==> src/rtl/tsp_pkg.sv <==
// ----------------------------------------------------------------------------
// tsp_pkg
// Shared types and constants for the semiprime classifier: microcode control
// word, datapath status flags, opcodes, jump conditions and verdict codes.
// ----------------------------------------------------------------------------
package tsp_pkg;

    // default width of the classified value
    localparam int VALUE_WIDTH_DEF = 31;

    // microprogram counter width
    localparam int UPC_W = 5;

    // verdict codes
    localparam logic [1:0] VERDICT_PAIR   = 2'd0;
    localparam logic [1:0] VERDICT_SQUARE = 2'd1;
    localparam logic [1:0] VERDICT_OTHER  = 2'd2;

    // datapath operations
    typedef enum logic [3:0] {
        OP_NOP,
        OP_LOAD,
        OP_SHIFT,
        OP_DIV_START,
        OP_TAKE_Q,
        OP_NEXT_D,
        OP_NOTE_REM,
        OP_EMIT_FINAL,
        OP_EMIT_SQ,
        OP_EMIT_SMALL,
        OP_EMIT_MANY
    } op_t;

    // jump conditions
    typedef enum logic [3:0] {
        C_NEVER,
        C_ALWAYS,
        C_NO_START,
        C_LT6,
        C_ODD,
        C_CNT3,
        C_SQ_GT,
        C_DIV_BUSY,
        C_REM_NZ,
        C_REM_LE2
    } cond_t;

    // one microcode word
    typedef struct packed {
        op_t              op;
        cond_t            cond;
        logic [UPC_W-1:0] target;
    } ctrl_t;

    // flags from the datapath to the sequencer
    typedef struct packed {
        logic start;
        logic lt6;
        logic odd;
        logic cnt3;
        logic sq_gt;
        logic div_busy;
        logic rem_nz;
        logic rem_le2;
    } status_t;

endpackage

==> src/rtl/tsp_div.sv <==
// ----------------------------------------------------------------------------
// tsp_div
// Restoring divider, one quotient bit per cycle. Quotient and remainder
// hold after completion until the next start.
// ----------------------------------------------------------------------------
module tsp_div
    import tsp_pkg::*;
#(
    parameter int VALUE_WIDTH = VALUE_WIDTH_DEF,
    parameter int DIV_WIDTH   = VALUE_WIDTH_DEF / 2 + 2
)
(
    input  logic                   clk,
    input  logic                   rst_n,
    input  logic                   start,
    input  logic [VALUE_WIDTH-1:0] dividend,
    input  logic [DIV_WIDTH-1:0]   divisor,
    output logic                   busy,
    output logic [VALUE_WIDTH-1:0] quotient,
    output logic                   rem_nz
);

    localparam int CW = $clog2(VALUE_WIDTH + 1);

    logic                   busy_reg;
    logic [CW-1:0]          cnt_reg;
    logic [VALUE_WIDTH-1:0] q_reg;
    logic [DIV_WIDTH-1:0]   r_reg;
    logic [DIV_WIDTH-1:0]   d_reg;

    logic [DIV_WIDTH:0]     shifted;
    logic [DIV_WIDTH:0]     diff;
    logic                   ge;
    logic [DIV_WIDTH-1:0]   r_next;
    logic [VALUE_WIDTH-1:0] q_next;

    // one restoring step
    always_comb
    begin
        shifted = {r_reg, q_reg[VALUE_WIDTH-1]};
        diff    = shifted - {1'b0, d_reg};
        ge      = ~diff[DIV_WIDTH];
        r_next  = ge ? diff[DIV_WIDTH-1:0] : shifted[DIV_WIDTH-1:0];
        q_next  = {q_reg[VALUE_WIDTH-2:0], ge};
    end

    // control
    always_ff @(posedge clk or negedge rst_n)
    begin
        if (!rst_n)
        begin
            busy_reg <= 1'b0;
            cnt_reg  <= '0;
        end
        else if (start)
        begin
            busy_reg <= 1'b1;
            cnt_reg  <= CW'(VALUE_WIDTH);
        end
        else if (busy_reg)
        begin
            cnt_reg <= cnt_reg - CW'(1);
            if (cnt_reg == CW'(1))
                busy_reg <= 1'b0;
        end
    end

    // operands
    always_ff @(posedge clk)
    begin
        if (start)
        begin
            q_reg <= dividend;
            r_reg <= '0;
            d_reg <= divisor;
        end
        else if (busy_reg)
        begin
            q_reg <= q_next;
            r_reg <= r_next;
        end
    end

    assign busy     = busy_reg;
    assign quotient = q_reg;
    assign rem_nz   = (r_reg != '0);

endmodule

==> src/rtl/tsp_seq.sv <==
// ----------------------------------------------------------------------------
// tsp_seq
// Microcode sequencer: program counter, control store and conditional
// jump logic. Step zero is the idle step.
// ----------------------------------------------------------------------------
module tsp_seq
    import tsp_pkg::*;
(
    input  logic    clk,
    input  logic    rst_n,
    input  status_t status,
    output ctrl_t   ctrl,
    output logic    idle
);

    // program labels
    localparam logic [UPC_W-1:0] L_IDLE  = 5'd0;
    localparam logic [UPC_W-1:0] L_TWO   = 5'd2;
    localparam logic [UPC_W-1:0] L_ODD   = 5'd6;
    localparam logic [UPC_W-1:0] L_TRY   = 5'd7;
    localparam logic [UPC_W-1:0] L_WAIT  = 5'd8;
    localparam logic [UPC_W-1:0] L_NEXTD = 5'd13;
    localparam logic [UPC_W-1:0] L_TAIL  = 5'd14;
    localparam logic [UPC_W-1:0] L_ESQ   = 5'd18;
    localparam logic [UPC_W-1:0] L_E1    = 5'd19;
    localparam logic [UPC_W-1:0] L_E2    = 5'd20;

    logic [UPC_W-1:0] upc_reg;
    logic [UPC_W-1:0] upc_next;
    logic             take;

    // control store
    always_comb
    begin
        unique case (upc_reg)
            5'd0:    ctrl = '{OP_LOAD,       C_NO_START, L_IDLE};
            5'd1:    ctrl = '{OP_NOP,        C_LT6,      L_E1};
            5'd2:    ctrl = '{OP_NOP,        C_ODD,      L_ODD};
            5'd3:    ctrl = '{OP_SHIFT,      C_NEVER,    L_IDLE};
            5'd4:    ctrl = '{OP_NOP,        C_CNT3,     L_E2};
            5'd5:    ctrl = '{OP_NOP,        C_ALWAYS,   L_TWO};
            5'd6:    ctrl = '{OP_NOP,        C_SQ_GT,    L_TAIL};
            5'd7:    ctrl = '{OP_DIV_START,  C_NEVER,    L_IDLE};
            5'd8:    ctrl = '{OP_NOP,        C_DIV_BUSY, L_WAIT};
            5'd9:    ctrl = '{OP_NOP,        C_REM_NZ,   L_NEXTD};
            5'd10:   ctrl = '{OP_TAKE_Q,     C_NEVER,    L_IDLE};
            5'd11:   ctrl = '{OP_NOP,        C_CNT3,     L_E2};
            5'd12:   ctrl = '{OP_NOP,        C_ALWAYS,   L_TRY};
            5'd13:   ctrl = '{OP_NEXT_D,     C_ALWAYS,   L_ODD};
            5'd14:   ctrl = '{OP_NOP,        C_REM_LE2,  L_ESQ};
            5'd15:   ctrl = '{OP_NOTE_REM,   C_NEVER,    L_IDLE};
            5'd16:   ctrl = '{OP_NOP,        C_CNT3,     L_E2};
            5'd17:   ctrl = '{OP_EMIT_FINAL, C_ALWAYS,   L_IDLE};
            5'd18:   ctrl = '{OP_EMIT_SQ,    C_ALWAYS,   L_IDLE};
            5'd19:   ctrl = '{OP_EMIT_SMALL, C_ALWAYS,   L_IDLE};
            5'd20:   ctrl = '{OP_EMIT_MANY,  C_ALWAYS,   L_IDLE};
            default: ctrl = '{OP_NOP,        C_ALWAYS,   L_IDLE};
        endcase
    end

    // jump condition
    always_comb
    begin
        unique case (ctrl.cond)
            C_NEVER:    take = 1'b0;
            C_ALWAYS:   take = 1'b1;
            C_NO_START: take = ~status.start;
            C_LT6:      take = status.lt6;
            C_ODD:      take = status.odd;
            C_CNT3:     take = status.cnt3;
            C_SQ_GT:    take = status.sq_gt;
            C_DIV_BUSY: take = status.div_busy;
            C_REM_NZ:   take = status.rem_nz;
            C_REM_LE2:  take = status.rem_le2;
            default:    take = 1'b1;
        endcase
        upc_next = take ? ctrl.target : upc_reg + UPC_W'(1);
    end

    always_ff @(posedge clk or negedge rst_n)
    begin
        if (!rst_n)
            upc_reg <= L_IDLE;
        else
            upc_reg <= upc_next;
    end

    assign idle = (upc_reg == L_IDLE);

endmodule

==> src/rtl/semiprime_classifier.sv <==
// Values below six are decided without trial division; otherwise each factor of two
// and each odd trial divisor adds to the run time, every trial division running on
// the bit-serial divider.
// Throughput: one value at a time; start is taken while busy is low, which can be
// the same cycle the previous verdict is strobed. Results cannot be stalled.
// Reset returns the sequencer to idle with no result pending.
// ----------------------------------------------------------------------------
// semiprime_classifier
// Trial-division classifier: a microcoded sequencer drives a datapath of
// cofactor, trial divisor, running square, factor count and a serial divider.
// ----------------------------------------------------------------------------
module semiprime_classifier
    import tsp_pkg::*;
#(
    parameter int VALUE_WIDTH = VALUE_WIDTH_DEF
)
(
    input  logic                   clk,
    input  logic                   rst_n,
    input  logic                   start,
    output logic                   busy,
    input  logic [VALUE_WIDTH-1:0] number,
    output logic                   done,
    output logic [1:0]             verdict
);

    localparam int DW = (VALUE_WIDTH + 1) / 2 + 1;
    localparam int SW = VALUE_WIDTH + 2;

    ctrl_t   ctrl;
    status_t status;
    logic    idle;

    logic [VALUE_WIDTH-1:0] rem_reg;
    logic [DW-1:0]          div_reg;
    logic [SW-1:0]          sq_reg;
    logic [1:0]             cnt_reg;
    logic [VALUE_WIDTH-1:0] first_reg;
    logic                   done_reg;
    logic [1:0]             verdict_reg;

    logic                   div_start;
    logic                   div_busy;
    logic [VALUE_WIDTH-1:0] quotient;
    logic                   rem_nz;

    logic                   note;
    logic [VALUE_WIDTH-1:0] note_val;
    logic [1:0]             cnt_inc;

    tsp_seq u_seq
    (
        .clk    (clk),
        .rst_n  (rst_n),
        .status (status),
        .ctrl   (ctrl),
        .idle   (idle)
    );

    tsp_div #(
        .VALUE_WIDTH (VALUE_WIDTH),
        .DIV_WIDTH   (DW)
    ) u_div
    (
        .clk      (clk),
        .rst_n    (rst_n),
        .start    (div_start),
        .dividend (rem_reg),
        .divisor  (div_reg),
        .busy     (div_busy),
        .quotient (quotient),
        .rem_nz   (rem_nz)
    );

    assign div_start = (ctrl.op == OP_DIV_START);

    // status flags for the sequencer
    always_comb
    begin
        status.start    = start;
        status.lt6      = (rem_reg < VALUE_WIDTH'(6));
        status.odd      = rem_reg[0];
        status.cnt3     = (cnt_reg == 2'd3);
        status.sq_gt    = (sq_reg > SW'(rem_reg));
        status.div_busy = div_busy;
        status.rem_nz   = rem_nz;
        status.rem_le2  = (rem_reg <= VALUE_WIDTH'(2));
    end

    // prime factor bookkeeping
    always_comb
    begin
        note     = 1'b0;
        note_val = VALUE_WIDTH'(2);
        case (ctrl.op)
            OP_SHIFT:
            begin
                note     = 1'b1;
                note_val = VALUE_WIDTH'(2);
            end
            OP_TAKE_Q:
            begin
                note     = 1'b1;
                note_val = VALUE_WIDTH'(div_reg);
            end
            OP_NOTE_REM:
            begin
                note     = 1'b1;
                note_val = rem_reg;
            end
            default:
            begin
                note     = 1'b0;
                note_val = VALUE_WIDTH'(2);
            end
        endcase
        cnt_inc = (cnt_reg == 2'd3) ? 2'd3 : cnt_reg + 2'd1;
    end

    // datapath registers
    always_ff @(posedge clk)
    begin
        if (note)
        begin
            if (cnt_reg == 2'd0)
                first_reg <= note_val;
        end
        unique case (ctrl.op)
            OP_LOAD:
            begin
                if (start)
                begin
                    rem_reg   <= number;
                    div_reg   <= DW'(3);
                    sq_reg    <= SW'(9);
                    first_reg <= '0;
                end
            end
            OP_SHIFT:  rem_reg <= {1'b0, rem_reg[VALUE_WIDTH-1:1]};
            OP_TAKE_Q: rem_reg <= quotient;
            OP_NEXT_D:
            begin
                div_reg <= div_reg + DW'(2);
                sq_reg  <= sq_reg + SW'({div_reg, 2'b00}) + SW'(4);
            end
            default:
            begin
            end
        endcase
    end

    // factor count and result strobe
    always_ff @(posedge clk or negedge rst_n)
    begin
        if (!rst_n)
        begin
            cnt_reg     <= 2'd0;
            done_reg    <= 1'b0;
            verdict_reg <= VERDICT_SQUARE;
        end
        else
        begin
            done_reg <= 1'b0;
            if (ctrl.op == OP_LOAD && start)
                cnt_reg <= 2'd0;
            else if (note)
                cnt_reg <= cnt_inc;
            unique case (ctrl.op)
                OP_EMIT_FINAL:
                begin
                    done_reg <= 1'b1;
                    if (cnt_reg == 2'd2)
                        verdict_reg <= (first_reg != rem_reg) ? VERDICT_PAIR
                                                             : VERDICT_SQUARE;
                    else
                        verdict_reg <= VERDICT_OTHER;
                end
                OP_EMIT_SQ:
                begin
                    done_reg    <= 1'b1;
                    verdict_reg <= (cnt_reg == 2'd2) ? VERDICT_SQUARE : VERDICT_OTHER;
                end
                OP_EMIT_SMALL:
                begin
                    done_reg    <= 1'b1;
                    verdict_reg <= VERDICT_SQUARE;
                end
                OP_EMIT_MANY:
                begin
                    done_reg    <= 1'b1;
                    verdict_reg <= VERDICT_OTHER;
                end
                default:
                begin
                end
            endcase
        end
    end

    assign busy    = ~idle;
    assign done    = done_reg;
    assign verdict = verdict_reg;

endmodule
==> config.mk <==
export PLATFORM = sky130hd
export DESIGN_NAME = semiprime_classifier
export DESIGN_NICKNAME = d
export VERILOG_FILES = /design/src/rtl/tsp_pkg.sv /design/src/rtl/tsp_div.sv /design/src/rtl/tsp_seq.sv /design/src/rtl/semiprime_classifier.sv
export SDC_FILE = /design/constraint.sdc
export NUM_CORES = 1
export LEC_CHECK = 0
export BUFFER_PORTS_ARGS = -buffer_cell sky130_fd_sc_hd__buf_2
export CORE_MARGIN = 3
export CORE_UTILIZATION = 57
export DETAILED_ROUTE_END_ITERATION = 10
export PLACE_DENSITY = 0.77
export SLEW_MARGIN = 20
export SYNTH_ARGS = -nofsm -noshare
export SYNTH_HDL_FRONTEND = slang
export SYNTH_SLANG_ARGS = --single-unit
==> constraint.sdc <==
create_clock -name clk -period 3.5 [get_ports clk]
set_clock_uncertainty 0.15 [all_clocks]
set_input_delay 0.35 -clock clk [delete_from_list [all_inputs] [get_ports clk]]
set_output_delay 0.35 -clock clk [all_outputs]
set_load 0.005 [all_outputs]
==> results of run 1 <==
[how the worst max path moves through the flow]
stage	start	endpoint	cells past startpoint
final	sq_reg[5]	sq_reg[25]	11
after global routing	sq_reg[5]	sq_reg[21]	11
after global placement	div_reg[2]	sq_reg[26]	10
after CTS	sq_reg[3]	sq_reg[25]	12
after detailed placement	div_reg[2]	sq_reg[26]	10
after floorplan	u_seq.upc_reg[0]	rem_reg[0]	9
[power groups by stage]
stage               clock (mW)  combinational (mW)  sequential (mW)
floorplan                    0                4.94             4.35
global placement             0                6.26             4.64
detailed placement           0                6.45             4.68
CTS                       2.12                6.52             4.65
global route              2.21                7.34             4.80
finish                    2.10                6.59             4.69
[tightest hold or removal path, cell delays in order]
cell	delay, ns
buf_2	0.07
nand2_1	0.04
nand2_1	0.05
[kinds of logic (layout without fill, tap and decap cells)]
kind of cell,Yosys count,after routing,synth area share
mux,23,23,0.02082
xor+xnor,84,84,0.06375
buf+inv,125,189,0.04389
compound gates,304,304,0.1714
simple gates,415,415,0.1692
fa+ha+maj,87,87,0.09466
flops,188,188,0.4363
[timing repair]
item                                    in CTS  in global routing
hold buffers                                 1                  0
endpoints found under the hold margin       16                  0
gates resized for setup                      1                  4
endpoints found under the setup margin       5                  5
[cell type report]
type / instances / area [um2] / area share
clock buffers: 17 / 425.4 / 0.03272
clock inverters: 15 / 206.4 / 0.01588
inverters: 69 / 259.0 / 0.01992
multi-input cells: 913 / 6096 / 0.4689
flip-flops and latches: 188 / 5086 / 0.3912
well taps: 265 / 331.6 / 0.02551
repair buffers: 88 / 595.6 / 0.04581
[layout by cell type (no fill, tap or decap), drive strengths merged, types with 40 or more instances in the layout]
cell type	netlist	routed
a21oi	54	54
a22oi	44	44
buf	19	87
dfxtp	48	48
edfxtp	124	124
ha	85	85
inv	68	74
nand2	172	172
nor2	81	81
o21ai	77	77
xnor2	40	40
xor2	44	44
[per-layer routing]
| metal | vias to the layer above | share of wire | track usage |
|---|---|---|---|
| met2 | 366 | 0.46 | 0.4196 |
| met4 | 0 | 0.024 | 0.08284 |
| met5 | - | 0 | 0 |
| li1 | 4551 | - | - |
| met3 | 59 | 0.079 | 0.05318 |
| met1 | 4484 | 0.43 | 0.3652 |
[through the flow]
stage | hold slack (ns) | area (um2)
2_1_floorplan | -0.09559 | 11660
6_report | 0.02056 | 13000
5_1_grt | 0.02206 | 13000
3_5_place_dp | 0.1453 | 12340
3_3_place_gp | 0.1406 | 12340
4_1_cts | 0.01440 | 12990
==> results.json, run 1 <==
{
  "syn_inst": 1226,
  "finalCritPeriodShare": 0.9523,
  "r2r_cells": 11,
  "grt_max_degree": 47,
  "ys_warn_count": 0,
  "cpMostUsedCell": "ha_1",
  "drive_gt1_frac": 0.1109,
  "synth_top_cell_by_area": "edfxtp_1",
  "setup_viol": 0,
  "syn-num-nets": 1347,
  "powerDensity_mw_per_mm2": 1029,
  "critPathLaunchType": "flop",
  "netlist_area_mm2": 0.01166,
  "track_usage": 0.2635,
  "p_leak_nw": 5.546,
  "r2r_setup_slack_ns": 0.17,
  "p_sw_mw": 5.766,
  "post-synth-top-count-cell": "nand2_1",
  "intPower_mw": 7.610,
  "status": "complete, no violations",
  "hold_path.class": "input port to flop",
  "clock_sinks": 188,
  "num_vias": 9460,
  "grt_pass1_vias": 9063,
  "finalWorstPathRequiredPeriod_ns": 3.333,
  "ys_top_cells_by_count": "172 x nand2_1, 124 x edfxtp_1, 85 x ha_1",
  "dieArea_mm2": 0.02221,
  "cts_buffer_depth": 2,
  "holdPathEnd": "rem_reg[23]",
  "crit_required_ns": 3.53,
  "max_freq_ghz": 0.3000,
  "grt_overflow": 0,
  "routabilityCongestion": 0.8795,
  "rows": 51,
  "setup_ws_ns": 0.1669,
  "holdCritStartpoint": "number[23]",
  "drv_cap": 0,
  "dp.cells": 1522,
  "tns_ns": 0,
  "wl_um": 28860,
  "clkTransAtPathRegs_ns": 0.08,
  "fp.dieW_um": 149.0,
  "post-dp-hpwl_um": 20720,
  "max-vdd-ir-drop_mv": 0.4537,
  "rr_startpoint": "sq_reg[5]",
  "avgViaCountPerCell": 6.084,
  "hold_depth": 3,
  "cts_buffers": 17,
  "dp_slack_ns": -0.03211,
  "ys_async_sr_fraction": 0.08511,
  "rsz0062_at_grt": "no",
  "power_frac_seq": 0.350,
  "synth-edff-count": 124,
  "crit_fanout": 6,
  "avgRoutedWirePerCell_um": 18.56,
  "crit_arrival_ns": 3.36,
  "path_cells": "ha_1 > ha_1 > nor2b_2 > o2111a_1 > o21a_1 > o211a_1 > o311ai_0 > buf_4 > a21boi_0 > xnor2_1 > nor2_1",
  "fillers": 1553,
  "grt_pass1_wl_um": 46300,
  "tightestPinTransition_ns": 0.7612,
  "yosys-top-cells-area": "edfxtp_1 32%, ha_1 9.1%, dfxtp_1 8.2%",
  "antenna_found_initial": 0,
  "antenna_violating_nets_post_route": 0,
  "crit_family": "compound AO/OA/AOI/OAI gates",
  "antenna_cells": 0,
  "post_cts_buffers": 0,
  "cts_tree": "yes",
  "fin_nets": 1398,
  "crit_buf_inv": 1,
  "power_mw": 13.38,
  "die_h_um": 149.0,
  "dr.first_iter.drc_count": 949,
  "first_pass_iters": 5,
  "path_class": "flop to flop",
  "switching_share": 0.4311,
  "max_stage_delay_ns": 0.42,
  "layoutNonFillerInstCount": 1555,
  "htree_levels": 4,
  "area_delta_synth_final_pct": 11.50,
  "num_io_pins": 38,
  "r2r-end": "sq_reg[25]",
  "synth_flop_cell": "edfxtp_1",
  "port_buffers": 37,
  "ctsRootBufferMaster": "clkbuf_16",
  "pwr-share-clk": 0.157,
  "endpoint_kind": "flop",
  "synth_top_area_share": 0.3194,
  "synth.distinct_cells": 70,
  "drc": 0,
  "final_util": 0.6572,
  "yosys_register_bits": 188,
  "slew_headroom": 0.4878,
  "critPathSlowestCell": "edfxtp_1",
  "clock_latency_ns": 0.44,
  "slew_viol_final": 0,
  "start_util": 0.5894,
  "pwr-share-comb": 0.492,
  "coreArea_mm2": 0.01978,
  "synth-seq-area-share": 0.4363,
  "avgSynthCellArea_um2": 9.510,
  "hold_viol": 0
}
No activity file was read; power rests on OpenSTA's default activity.
==> run 2, diff against run 1 <==
--- a/config.mk
+++ b/config.mk
@@ -6,6 +6,7 @@
 export NUM_CORES = 1
 export LEC_CHECK = 0
 export BUFFER_PORTS_ARGS = -buffer_cell sky130_fd_sc_hd__buf_2
+export CORE_ASPECT_RATIO = 0.7
 export CORE_MARGIN = 3
 export CORE_UTILIZATION = 57
 export DETAILED_ROUTE_END_ITERATION = 10
==> results.json, run 2 (synthesis gave the netlist of run 1 again) <==
{
  "grt_max_degree": 47,
  "clkTransAtPathRegs_ns": 0.08,
  "antenna_violating_nets_post_route": 0,
  "avgViaCountPerCell": 6.196,
  "avgRoutedWirePerCell_um": 19.46,
  "status": "complete, no violations",
  "coreArea_mm2": 0.01996,
  "layout_common_cells": "171 x nand2_1, 124 x edfxtp_1, 85 x ha_1",
  "post_cts_buffers": 0,
  "track_usage": 0.2766,
  "routabilityCongestion": 0.9232,
  "ctsRootBufferMaster": "clkbuf_16",
  "crit_arrival_ns": 3.37,
  "first_pass_iters": 6,
  "grt_pass1_wl_um": 48190,
  "wl_um": 30210,
  "crit_required_ns": 3.55,
  "tns_ns": 0,
  "grt_overflow": 0,
  "area_delta_synth_final_pct": 11.30,
  "num_vias": 9623,
  "critPathLaunch": "sq_reg[7]",
  "start_util": 0.5841,
  "rsz0062_at_grt": "no",
  "crit_fanout": 6,
  "hold_ws_ns": 0.01475,
  "setup_viol": 0,
  "endpoint_kind": "flop",
  "path_class": "flop to flop",
  "antenna_cells": 0,
  "slew_headroom": 0.5030,
  "cts_buffer_depth": 2,
  "num_io_pins": 38,
  "max_freq_ghz": 0.3017,
  "hold_path.class": "input port to flop",
  "final_util": 0.6501,
  "finalWorstPathRequiredPeriod_ns": 3.315,
  "drv_cap": 0,
  "clock_latency_ns": 0.45,
  "rr_startpoint": "sq_reg[7]",
  "hold_depth": 3,
  "slew_viol_final": 0,
  "htree_levels": 4,
  "clock_sinks": 188,
  "rows": 43,
  "drive_gt1_frac": 0.1044,
  "hold_viol": 0,
  "cts_tree": "yes",
  "critPathLaunchType": "flop",
  "cp-endpoint": "sq_reg[21]",
  "r2r-end": "sq_reg[21]",
  "powerDensity_mw_per_mm2": 1037,
  "drc": 0,
  "setup_ws_ns": 0.1854,
  "final_common_cell": "nand2_1",
  "dp_slack_ns": 0.1481,
  "power_mw": 13.45,
  "cts_buffers": 17,
  "max-vdd-ir-drop_mv": 0.5864,
  "fin_nets": 1391,
  "tightestPinTransition_ns": 0.7438,
  "antenna_found_initial": 0,
  "r2r_setup_slack_ns": 0.19,
  "p_leak_nw": 5.514,
  "post-dp-hpwl_um": 21350,
  "die_h_um": 125.7,
  "fillers": 1561,
  "dieArea_mm2": 0.02223,
  "dr.first_iter.drc_count": 1209,
  "r2r_cells": 11,
  "finalCritPeriodShare": 0.9470,
  "fp.dieW_um": 176.9,
  "port_buffers": 37,
  "grt_pass1_vias": 8805
}
[run 2: worst min path at each step]
stage                from               end  slack [ns]
2_1_floorplan       rst_n        cnt_reg[0]        -0.1
3_3_place_gp        rst_n  u_div.cnt_reg[4]        0.15
3_5_place_dp        rst_n        u_div.busy        0.15
4_1_cts        number[22]       rem_reg[22]      0.0001
5_1_grt        number[28]       rem_reg[28]        0.01
6_report       number[26]       rem_reg[26]        0.01
[run 2: layout make-up]
| cell class | instances | area, um2 | area share |
|---|---|---|---|
| clock inverter | 14 | 168.9 | 0.01302 |
| multi-input combinational | 913 | 6086 | 0.4690 |
| sequential | 188 | 5087 | 0.3921 |
| inverter | 69 | 259.0 | 0.01996 |
| timing repair buffer | 81 | 586.8 | 0.04522 |
| tap | 270 | 337.8 | 0.02603 |
| clock buffer | 18 | 450.4 | 0.03471 |
[run 2: timing repair]
item / 4_1_cts / 5_1_grt
hold buffers: 2 / 0
endpoints found under the setup margin: 0 / 10
resized for setup: 0 / 6
endpoints found under the hold margin: 17 / 0
[run 2: per-stage QoR]
stage | instance area (um2) | instances
floorplan | 11660 | 1226
global placement | 12320 | 1519
global route | 12980 | 1553
detailed placement | 12330 | 1519
finish | 12980 | 1553
CTS | 12970 | 1553
[run 2: layer usage]
layer / global-route usage / routed length [um]
met2: 0.3753 / 12340
met4: 0.08172 / 548
met5: 0 / 0
met1: 0.4219 / 13970
met3: 0.08710 / 3356
[run 2: worst max-delay path, stage by stage, from the launching register on]
cell	delay, ns
edfxtp_1	0.48
ha_1	0.32
ha_1	0.36
a21o_1	0.20
a21o_1	0.18
o21a_1	0.20
o211a_1	0.26
o311ai_0	0.34
buf_4	0.20
a21boi_0	0.12
xnor2_1	0.19
nor2_1	0.06
[run 2: report_power, final]
part	total, mW	switching, mW	internal (mW)	leakage (nW)
clock network	2.05	0.986	1.06	0.296
registers	4.79	1.12	3.67	1.76
logic	6.61	3.84	2.77	3.46
total	13.5	5.94	7.51	5.51
